==> src/hw/rtl/srv_rx_pkg.sv <==
package srv_rx_pkg;

	localparam int PhaseWidth = 3;

	localparam logic [PhaseWidth-1:0] PH_IDLE  = 3'd0;
	localparam logic [PhaseWidth-1:0] PH_SYNC1 = 3'd1;
	localparam logic [PhaseWidth-1:0] PH_LEN   = 3'd2;
	localparam logic [PhaseWidth-1:0] PH_INSTR = 3'd3;
	localparam logic [PhaseWidth-1:0] PH_BODY  = 3'd4;

	localparam logic [7:0] SYNC_BYTE = 8'hff;
	localparam logic [7:0] LEN_DROP  = 8'hff;
	localparam logic [7:0] LEN_MIN   = 8'd2;

	localparam logic KIND_PARAM = 1'b0;
	localparam logic KIND_END   = 1'b1;

	typedef struct packed {
		logic       kind;
		logic [7:0] param_byte;
		logic [7:0] param_index;
		logic [7:0] opcode;
		logic [7:0] frame_length;
		logic       checksum_ok;
		logic       last;
	} srv_result_t;

endpackage

==> src/hw/rtl/servo_packet_receiver.sv <==
// Deframes servo packets of the form FF FF length instruction params checksum from a byte
// stream, one byte per cycle with no bubbles while the output is not stalled. Each
// parameter byte comes out as one transaction with its index; the checksum byte ends the
// frame with a transaction carrying instruction, length and a checksum match flag (one's
// complement of the 8-bit sum of length, instruction and parameters). Lengths of 255 or
// below 2 drop the frame silently; length 2 means no parameters. An accepted byte passes
// through the input register, then the deframer state and result logic, which load the
// output register when it is not held by an output stall.
module servo_packet_receiver
	import srv_rx_pkg::*;
(
	input  logic       clk,
	input  logic       arst_n,
	input  logic       in_valid,
	output logic       in_stall,
	input  logic [7:0] rx_byte,
	output logic       out_valid,
	input  logic       out_stall,
	output logic       kind,
	output logic [7:0] param_byte,
	output logic [7:0] param_index,
	output logic [7:0] opcode,
	output logic [7:0] frame_length,
	output logic       checksum_ok,
	output logic       last
);

	logic        valid_s1;
	logic [7:0]  byte_s1;
	logic        out_valid_q;
	srv_result_t out_q;
	logic        advance;
	logic        res_valid;
	srv_result_t res;

	assign advance  = valid_s1 && (!out_valid_q || !out_stall);
	assign in_stall = valid_s1 && !advance;

	always_ff @(posedge clk or negedge arst_n) begin
		if (!arst_n) begin
			valid_s1 <= 1'b0;
		end else if (!in_stall) begin
			valid_s1 <= in_valid;
		end
	end

	always_ff @(posedge clk) begin
		if (!in_stall && in_valid) begin
			byte_s1 <= rx_byte;
		end
	end

	srv_rx_deframer u_deframer (
		.clk       (clk),
		.arst_n    (arst_n),
		.step      (advance),
		.rx_byte   (byte_s1),
		.res_valid (res_valid),
		.res       (res)
	);

	always_ff @(posedge clk or negedge arst_n) begin
		if (!arst_n) begin
			out_valid_q <= 1'b0;
		end else if (!out_valid_q || !out_stall) begin
			out_valid_q <= advance && res_valid;
		end
	end

	always_ff @(posedge clk) begin
		if (advance && res_valid) begin
			out_q <= res;
		end
	end

	assign out_valid    = out_valid_q;
	assign kind         = out_q.kind;
	assign param_byte   = out_q.param_byte;
	assign param_index  = out_q.param_index;
	assign opcode       = out_q.opcode;
	assign frame_length = out_q.frame_length;
	assign checksum_ok  = out_q.checksum_ok;
	assign last         = out_q.last;

endmodule

==> src/hw/rtl/srv_rx_deframer.sv <==
module srv_rx_deframer
	import srv_rx_pkg::*;
(
	input  logic        clk,
	input  logic        arst_n,
	input  logic        step,
	input  logic [7:0]  rx_byte,
	output logic        res_valid,
	output srv_result_t res
);

	logic [PhaseWidth-1:0] phase_q;
	logic [7:0]            length_q;
	logic [7:0]            count_q;
	logic [7:0]            opcode_q;
	logic [7:0]            sum_q;

	logic [PhaseWidth-1:0] phase_d;
	logic [7:0]            length_d;
	logic [7:0]            count_d;
	logic [7:0]            opcode_d;
	logic [7:0]            sum_d;
	logic [8:0]            count_ext;
	logic                  at_checksum;

	assign count_ext   = {1'b0, count_q} + 9'd2;
	assign at_checksum = count_ext >= {1'b0, length_q};

	always_comb begin
		phase_d   = phase_q;
		length_d  = length_q;
		count_d   = count_q;
		opcode_d  = opcode_q;
		sum_d     = sum_q;
		res_valid = 1'b0;
		res.kind         = KIND_PARAM;
		res.param_byte   = 8'd0;
		res.param_index  = 8'd0;
		res.opcode       = opcode_q;
		res.frame_length = length_q;
		res.checksum_ok  = 1'b0;
		res.last         = 1'b0;
		case (phase_q)
			PH_IDLE: begin
				if (rx_byte == SYNC_BYTE) begin
					phase_d = PH_SYNC1;
				end
			end
			PH_SYNC1: begin
				phase_d = (rx_byte == SYNC_BYTE) ? PH_LEN : PH_IDLE;
			end
			PH_LEN: begin
				length_d = rx_byte;
				sum_d    = rx_byte;
				phase_d  = (rx_byte == LEN_DROP || rx_byte < LEN_MIN) ? PH_IDLE : PH_INSTR;
			end
			PH_INSTR: begin
				opcode_d = rx_byte;
				sum_d    = sum_q + rx_byte;
				count_d  = 8'd0;
				phase_d  = PH_BODY;
			end
			PH_BODY: begin
				res_valid = 1'b1;
				if (at_checksum) begin
					res.kind        = KIND_END;
					res.checksum_ok = (rx_byte == ~sum_q);
					res.last        = 1'b1;
					phase_d         = PH_IDLE;
				end else begin
					res.param_byte  = rx_byte;
					res.param_index = count_q;
					sum_d           = sum_q + rx_byte;
					count_d         = count_q + 8'd1;
				end
			end
			default: begin
				phase_d = PH_IDLE;
			end
		endcase
	end

	always_ff @(posedge clk or negedge arst_n) begin
		if (!arst_n) begin
			phase_q  <= PH_IDLE;
			length_q <= 8'd0;
			count_q  <= 8'd0;
			opcode_q <= 8'd0;
			sum_q    <= 8'd0;
		end else if (step) begin
			phase_q  <= phase_d;
			length_q <= length_d;
			count_q  <= count_d;
			opcode_q <= opcode_d;
			sum_q    <= sum_d;
		end
	end

endmodule

==> config.mk <==
export PLATFORM = sky130hd
export DESIGN_NAME = servo_packet_receiver
export DESIGN_NICKNAME = d
export VERILOG_FILES = /design/src/hw/rtl/srv_rx_pkg.sv /design/src/hw/rtl/servo_packet_receiver.sv /design/src/hw/rtl/srv_rx_deframer.sv
export SDC_FILE = /design/constraint.sdc
export NUM_CORES = 1
export LEC_CHECK = 0
export ABC_AREA = 1
export ABC_CLOCK_PERIOD_IN_PS = 3600
export BUFFER_PORTS_ARGS = -buffer_cell sky130_fd_sc_hd__buf_4
export CAP_MARGIN = 20
export CORE_ASPECT_RATIO = 1.75
export CORE_UTILIZATION = 27
export DETAILED_ROUTE_END_ITERATION = 6
export SLEW_MARGIN = 20
export SYNTH_ARGS = -nofsm -noshare
export SYNTH_HDL_FRONTEND = slang
export SYNTH_SLANG_ARGS = --single-unit
==> constraint.sdc <==
create_clock -name clk -period 3.6 [get_ports clk]
set_input_delay 0.72 -clock clk [delete_from_list [all_inputs] [get_ports clk]]
set_output_delay 0.72 -clock clk [all_outputs]
set_load 0.005 [all_outputs]
==> results.yml, run 1 <==
timing:
  worst_pin_slew_ps: 609
  maxSlewViolCount: 0
  setup_viol: 0
  skew_ps: 4.46
  rsz0062_at_grt: "false"
  slew_headroom_pct: 59.4
  fmax_mhz: 419
  min_period_ps: 2390
  finalCritPeriodShare_pct: 66.3
  fin_setup_tns_ps: 0
  hold_viol: 0
clocking:
  cts_root_buf: "clkbuf_16"
  cts_resized: 0
  cts_hold_buf: 0
  cts.clk_slew.worst_paths_ps: 60
  cts_setup_buffers: 0
  cts.htree.levels: 3
  clock_sinks: 79
  cts_tree: "done"
  cts_buffers: 9
  clockBufferDepth: 2
  clkLatencyLatePin_ps: 340
synthesis:
  ys_ff_latch: 79
  synth_area_leader_cell: "edfxtp_1"
  synth_area_per_cell_um2: 9.59
  yosysUniqueCellTypes: 34
  netlist_instances: 398
  syn-num-nets: 428
  syn_area_um2: 3820
  synth_area_leaders: "edfxtp_1, dfrtp_1, nand2_1"
  synth_top_cell_area_share_pct: 33.0
  ys_seq_area_share_pct: 57.3
  yosysWarningCount: 0
detailed_routing:
  routedWlPerCell_um: 13.1
  dr.pass1.iters: 5
  wl_met2_mm: 4.48
  detail-route-antenna-nets: 0
  num_vias: 2776
  drc: 0
  wl_met1_mm: 3.20
  top_layer: "met4"
  wl_met3_um: 244
  drt_iter0_markers: 148
  wl_mm: 8.28
  viasPerCell: 4.39
grt:
  grt_pass1_wl_mm: 13.8
  grt_start_max_net_pins: 38
  antenna_found_initial: 0
  grtUsageTotal_pct: 12.3
  first_global_vias: 2899
  grt_overflow: 0
finish:
  area_growth_pct: 23.4
  final_cell_mix: "nand2_1, inv_1, buf_4"
  layout_commonest_cell: "nand2_1"
  num-fill-cells: 1447
  layout.nets: 481
  diodes: 0
  drive_above_1_share_pct: 18.0
power_and_ir_drop:
  peakVddDrop_v: 0.000244
  power.leakage_nw: 2.23
  power.density_nw_per_um2: 504
  total_power_mw: 2.37
die:
  dieArea_um2: 14600
  start_util_pct: 27.6
  die_y_um: 159
  fp.dieW_um: 91.9
  core_area_um2: 13800
  rows: 57
  io_pins: 49
worst_setup_path:
  r2r_start: "u_deframer.count_q[2]$_DFFE_PN0P_"
  crit_fanout: 20
  path_class: "reg -> reg"
  critPathRequiredTime_ps: 3830
  startpoint: "u_deframer.count_q[2]$_DFFE_PN0P_"
  startpoint_type: "flip-flop"
  reg2reg_slack_ps: 1210
  worstPathArrival_ps: 2620
  endpoint_kind: "flip-flop"
place:
  io_buffers: 48
  gp_congestion: 0.899
  hpwlAfterDp_mm: 6.28
run_status:
  status: "complete, no violations"
flow_run:
  drv_cap: 0
hold_path:
  hold_class: "in -> async"
[flip-flops by register name, indices dropped and copies added, names as in the netlist]
signal,cells
byte_s1,8
frame_length,8
opcode,8
param_byte,8
param_index,8
u_deframer.count_q,8
u_deframer.length_q,8
u_deframer.opcode_q,8
u_deframer.sum_q,8
u_deframer.phase_q,3
checksum_ok,1
kind,1
out_valid,1
valid_s1,1
[final timing paths]
check / depth (start not counted) / endpoint
max: 16 / u_deframer.sum_q[0]$_DFFE_PN0P_
min: 1 / u_deframer.count_q[4]$_DFFE_PN0P_
max reg2reg: 16 / u_deframer.sum_q[0]$_DFFE_PN0P_
min reg2reg: 0 / opcode[7]$_DFFE_PP_
max in group asynchronous: 1 / u_deframer.phase_q[0]$_DFFE_PN0P_
min in group clk: 0 / opcode[7]$_DFFE_PP_
[Yosys cell counts, drive strengths merged]
master  instances
o211ai          1
nand2         112
edfxtp         42
ha             17
a21oi          11
nor3            6
or2             1
clkbuf          3
nand3b          1
nor2           36
a211oi          1
inv            51
nand3          32
o21ai          26
xor2            3
fa              1
nand4           5
a31oi           2
buf             5
dfrtp          37
a21o            1
o21a            1
xnor2           3
[layer usage]
metal	global-route usage, %	vias up
met5	0	-
met4	8.31	0
met3	2.34	21
met2	22.1	57
met1	12.5	1285
li1	-	1413
[metrics by stage]
stage	util (%)	worst slack, ps	hold WS (ps)	instance area (um^2)	instances
2_1_floorplan	-	758	424	3820	398
3_3_place_gp	31.7	1260	434	4380	617
3_5_place_dp	31.7	1210	433	4380	617
4_1_cts	34.0	1200	356	4710	633
5_1_grt	34.0	897	371	4710	633
6_report	34.0	1210	331	4710	633
[cell families (layout without fill, tap and decap cells)]
group | Yosys count | in the layout | share of synthesized area, %
AND/OR/NAND/NOR | 193 | 193 | 22.5
flip-flops | 79 | 79 | 57.3
buffers and inverters | 59 | 117 | 6.26
AO/OA/AOI/OAI | 43 | 43 | 6.46
adder cells (fa/ha/maj) | 18 | 18 | 6.10
XOR/XNOR | 6 | 6 | 1.38
[area by class of cell]
cell class / count / area [um^2] / share of cell area [%]
Multi-Input combinational cell: 260 / 1390 / 29.6
Inverter: 51 / 191 / 4.06
Tap cell: 177 / 221 / 4.70
Clock inverter: 7 / 104 / 2.20
Timing Repair Buffer: 50 / 388 / 8.23
Sequential cell: 79 / 2190 / 46.4
Clock buffer: 9 / 225 / 4.78
[critical path: stages, from the launching register on]
cell	delay (ps)
dfrtp_1	450
ha_1	230
nand2_1	110
o21ai_0	230
inv_1	80
ha_1	270
nand2_1	60
inv_1	30
nand2_1	50
nand2_1	50
nand2_1	90
nand2_1	50
nand2_1	50
buf_4	290
nand2_8	110
nand2_1	80
nand2_1	50
[power breakdown]
part           switching [mW]  internal [mW]  leakage (nW)
Combinational           0.197          0.123          1.10
Clock                   0.377          0.616         0.155
Sequential             0.0499           1.01         0.974
Total                   0.624           1.75          2.23
Power figures use the tool's default switching activity.
==> run 2, diff against run 1 <==
--- a/config.mk
+++ b/config.mk
@@ -6,7 +6,7 @@
 export NUM_CORES = 1
 export LEC_CHECK = 0
 export ABC_AREA = 1
-export ABC_CLOCK_PERIOD_IN_PS = 3600
+export ABC_CLOCK_PERIOD_IN_PS = 2000
 export BUFFER_PORTS_ARGS = -buffer_cell sky130_fd_sc_hd__buf_4
 export CAP_MARGIN = 20
 export CORE_ASPECT_RATIO = 1.75
==> constraint.sdc (replaced) <==
create_clock -name clk -period 2 [get_ports clk]
set_input_delay 0.4 -clock clk [delete_from_list [all_inputs] [get_ports clk]]
set_output_delay 0.4 -clock clk [all_outputs]
set_load 0.005 [all_outputs]
==> run 2 against run 1 <==
The flow now finishes with violations (negative setup slack); cell area up 7.8%; via count up 7.7%; register-to-register slack got worse by 1400 ps; sequential share of layout area down 3.3 points; core utilization up 2.6 points; non-clock buffer count is 29 higher; first-iteration DRC count grew 28%; largest power group unchanged; highest routed layer unchanged; worst setup slack got worse by 1400 ps; worst hold slack worse by 310 ps; final cell count is 4.6% higher; wire length increased by 5.5%.
==> results.yml, run 2 (synthesis results as in run 1) <==
finish:
  register_area_um2: 2190
  finalNonFillerCells: 662
  final_cell_mix: "nand2_1, buf_4, inv_1"
  area_growth_pct: 33.0
  num-fill-cells: 1393
  multi_input_area_um2: 1480
  layout.nets: 510
  diodes: 0
  drive_above_1_share_pct: 29.3
  final_area_um2: 5080
  layout_commonest_cell: "nand2_1"
  post-route-util_pct: 36.7
detailed_routing:
  drt_iter0_markers: 189
  detail-route-antenna-nets: 0
  routedWlPerCell_um: 13.2
  wl_mm: 8.73
  num_vias: 2990
  dr.pass1.iters: 5
  drc: 0
  viasPerCell: 4.52
worst_setup_path:
  reg2reg_slack_ps: -150
  critPathRequiredTime_ps: 2230
  r2r-end: "u_deframer.count_q[7]$_DFFE_PN0P_"
  cp_common_cell: "nand2_1"
  path_class: "reg -> reg"
  r2r_start: "u_deframer.count_q[1]$_DFFE_PN0P_"
  cp_num_buf_inv: 4
  worst_r2r_path_depth: 18
  critPathMaxStageDelay_ps: 400
  crit_chain: "ha_2 > nand2_2 > inv_2 > nor2_2 > ha_1 > nand2_1 > inv_1 > nand3_1 > nand3_1 > nand2_1 > nand2_1 > nand2_2 > nand2_2 > nand2_4 > buf_12 > buf_16 > nand3_1 > nand2_1"
  startpoint_type: "flip-flop"
  slowest_stage: "dfrtp_1"
  endpoint_kind: "flip-flop"
  worstPathArrival_ps: 2380
  crit_fanout: 5
  critPathTopFamily: "simple AND/OR/NAND/NOR gates"
place:
  post-place-cells: 636
  gp_congestion: 0.824
  hpwlAfterDp_mm: 6.38
  io_buffers: 48
  placed_area_um2: 4570
  dpl_worst_slack_ps: -151
hold_path:
  hold_class: "in -> async"
die:
  core_area_um2: 13800
  rows: 57
  io_pins: 49
  dieArea_um2: 14600
  die_y_um: 159
  fp.dieW_um: 91.9
  start_util_pct: 27.6
clocking:
  cts.htree.levels: 3
  cts_tree: "done"
  clock_sinks: 79
  cts_hold_buf: 0
  cts.clk_slew.worst_paths_ps: 60
  clockBufferDepth: 2
  cts_buffers: 9
  cts_root_buf: "clkbuf_16"
  clkLatencyLatePin_ps: 340
timing:
  finalCritPeriodShare_pct: 108
  setup_viol: 37
  slew_headroom_pct: 66.5
  fmax_mhz: 465
  hold_slack_ps: 21.6
  maxSlewViolCount: 0
  min_period_ps: 2150
  finalWorstSetupSlack_ps: -151
  hold_viol: 0
  skew_ps: 6.10
  rsz0062_at_grt: "true"
  fin_setup_tns_ps: -3080
  worst_pin_slew_ps: 503
power_and_ir_drop:
  power.density_nw_per_um2: 816
  peakVddDrop_v: 0.000379
  power.leakage_nw: 2.42
  total_power_mw: 4.14
grt:
  antenna_found_initial: 0
  grt_start_max_net_pins: 38
  grtUsageTotal_pct: 12.8
  first_global_vias: 3069
  grt_pass1_wl_mm: 14.6
  grt_overflow: 0
flow_run:
  drv_cap: 0
run_status:
  violations: "negative setup slack"
  status: "finished with violations"
[run 2: cell count changes in the layout (fill, tap and decap cells not counted), moves of 3 or more]
cell / delta
o21ai_0: -3
nor2_2: +3
o21ai_1: +3
buf_12: +5
nand2_1: -21
buf_4: +22
nor2_1: -5
nand2_2: +20
[run 2: area by class of cell]
cell class	instances	area share, %
clock buffer	10	4.71
clock inverter	6	0.961
inverter	51	3.77
multi-input combinational	260	29.2
sequential	79	43.1
tap	177	4.36
timing repair buffer	79	13.9
[run 2: worst max-delay path by stage]
stage	start	end	cells after the start
2_1_floorplan	u_deframer.count_q[2]$_DFFE_PN0P_	u_deframer.sum_q[5]$_DFFE_PN0P_	18
3_3_place_gp	u_deframer.count_q[2]$_DFFE_PN0P_	checksum_ok$_SDFFCE_PN0P_	14
3_5_place_dp	u_deframer.count_q[1]$_DFFE_PN0P_	checksum_ok$_SDFFCE_PN0P_	14
4_1_cts	u_deframer.count_q[2]$_DFFE_PN0P_	checksum_ok$_SDFFCE_PN0P_	15
5_1_grt	u_deframer.count_q[1]$_DFFE_PN0P_	u_deframer.count_q[1]$_DFFE_PN0P_	18
6_report	u_deframer.count_q[1]$_DFFE_PN0P_	u_deframer.count_q[7]$_DFFE_PN0P_	18
[run 2: per-layer routing]
layer / GRT usage [%] / up-vias / routed length [um]
met3: 2.48 / 23 / 321
li1: - / 1477 / -
met2: 23.6 / 70 / 4750
met5: 0 / - / 0
met1: 13.0 / 1420 / 3310
met4: 7.81 / 0 / 355
[run 2: repair_timing]
action,4_1_cts,5_1_grt
setup endpoints to repair,37,37
buffers inserted,6,2
cloned,2,0
resized for setup,22,14
pin swaps,6,3
[run 2: power by group]
part	switching, mW	leakage, nW	internal [mW]	total, mW
combinational	0.377	1.30	0.257	0.634
clock	0.696	0.146	0.895	1.59
sequential	0.0979	0.972	1.82	1.92
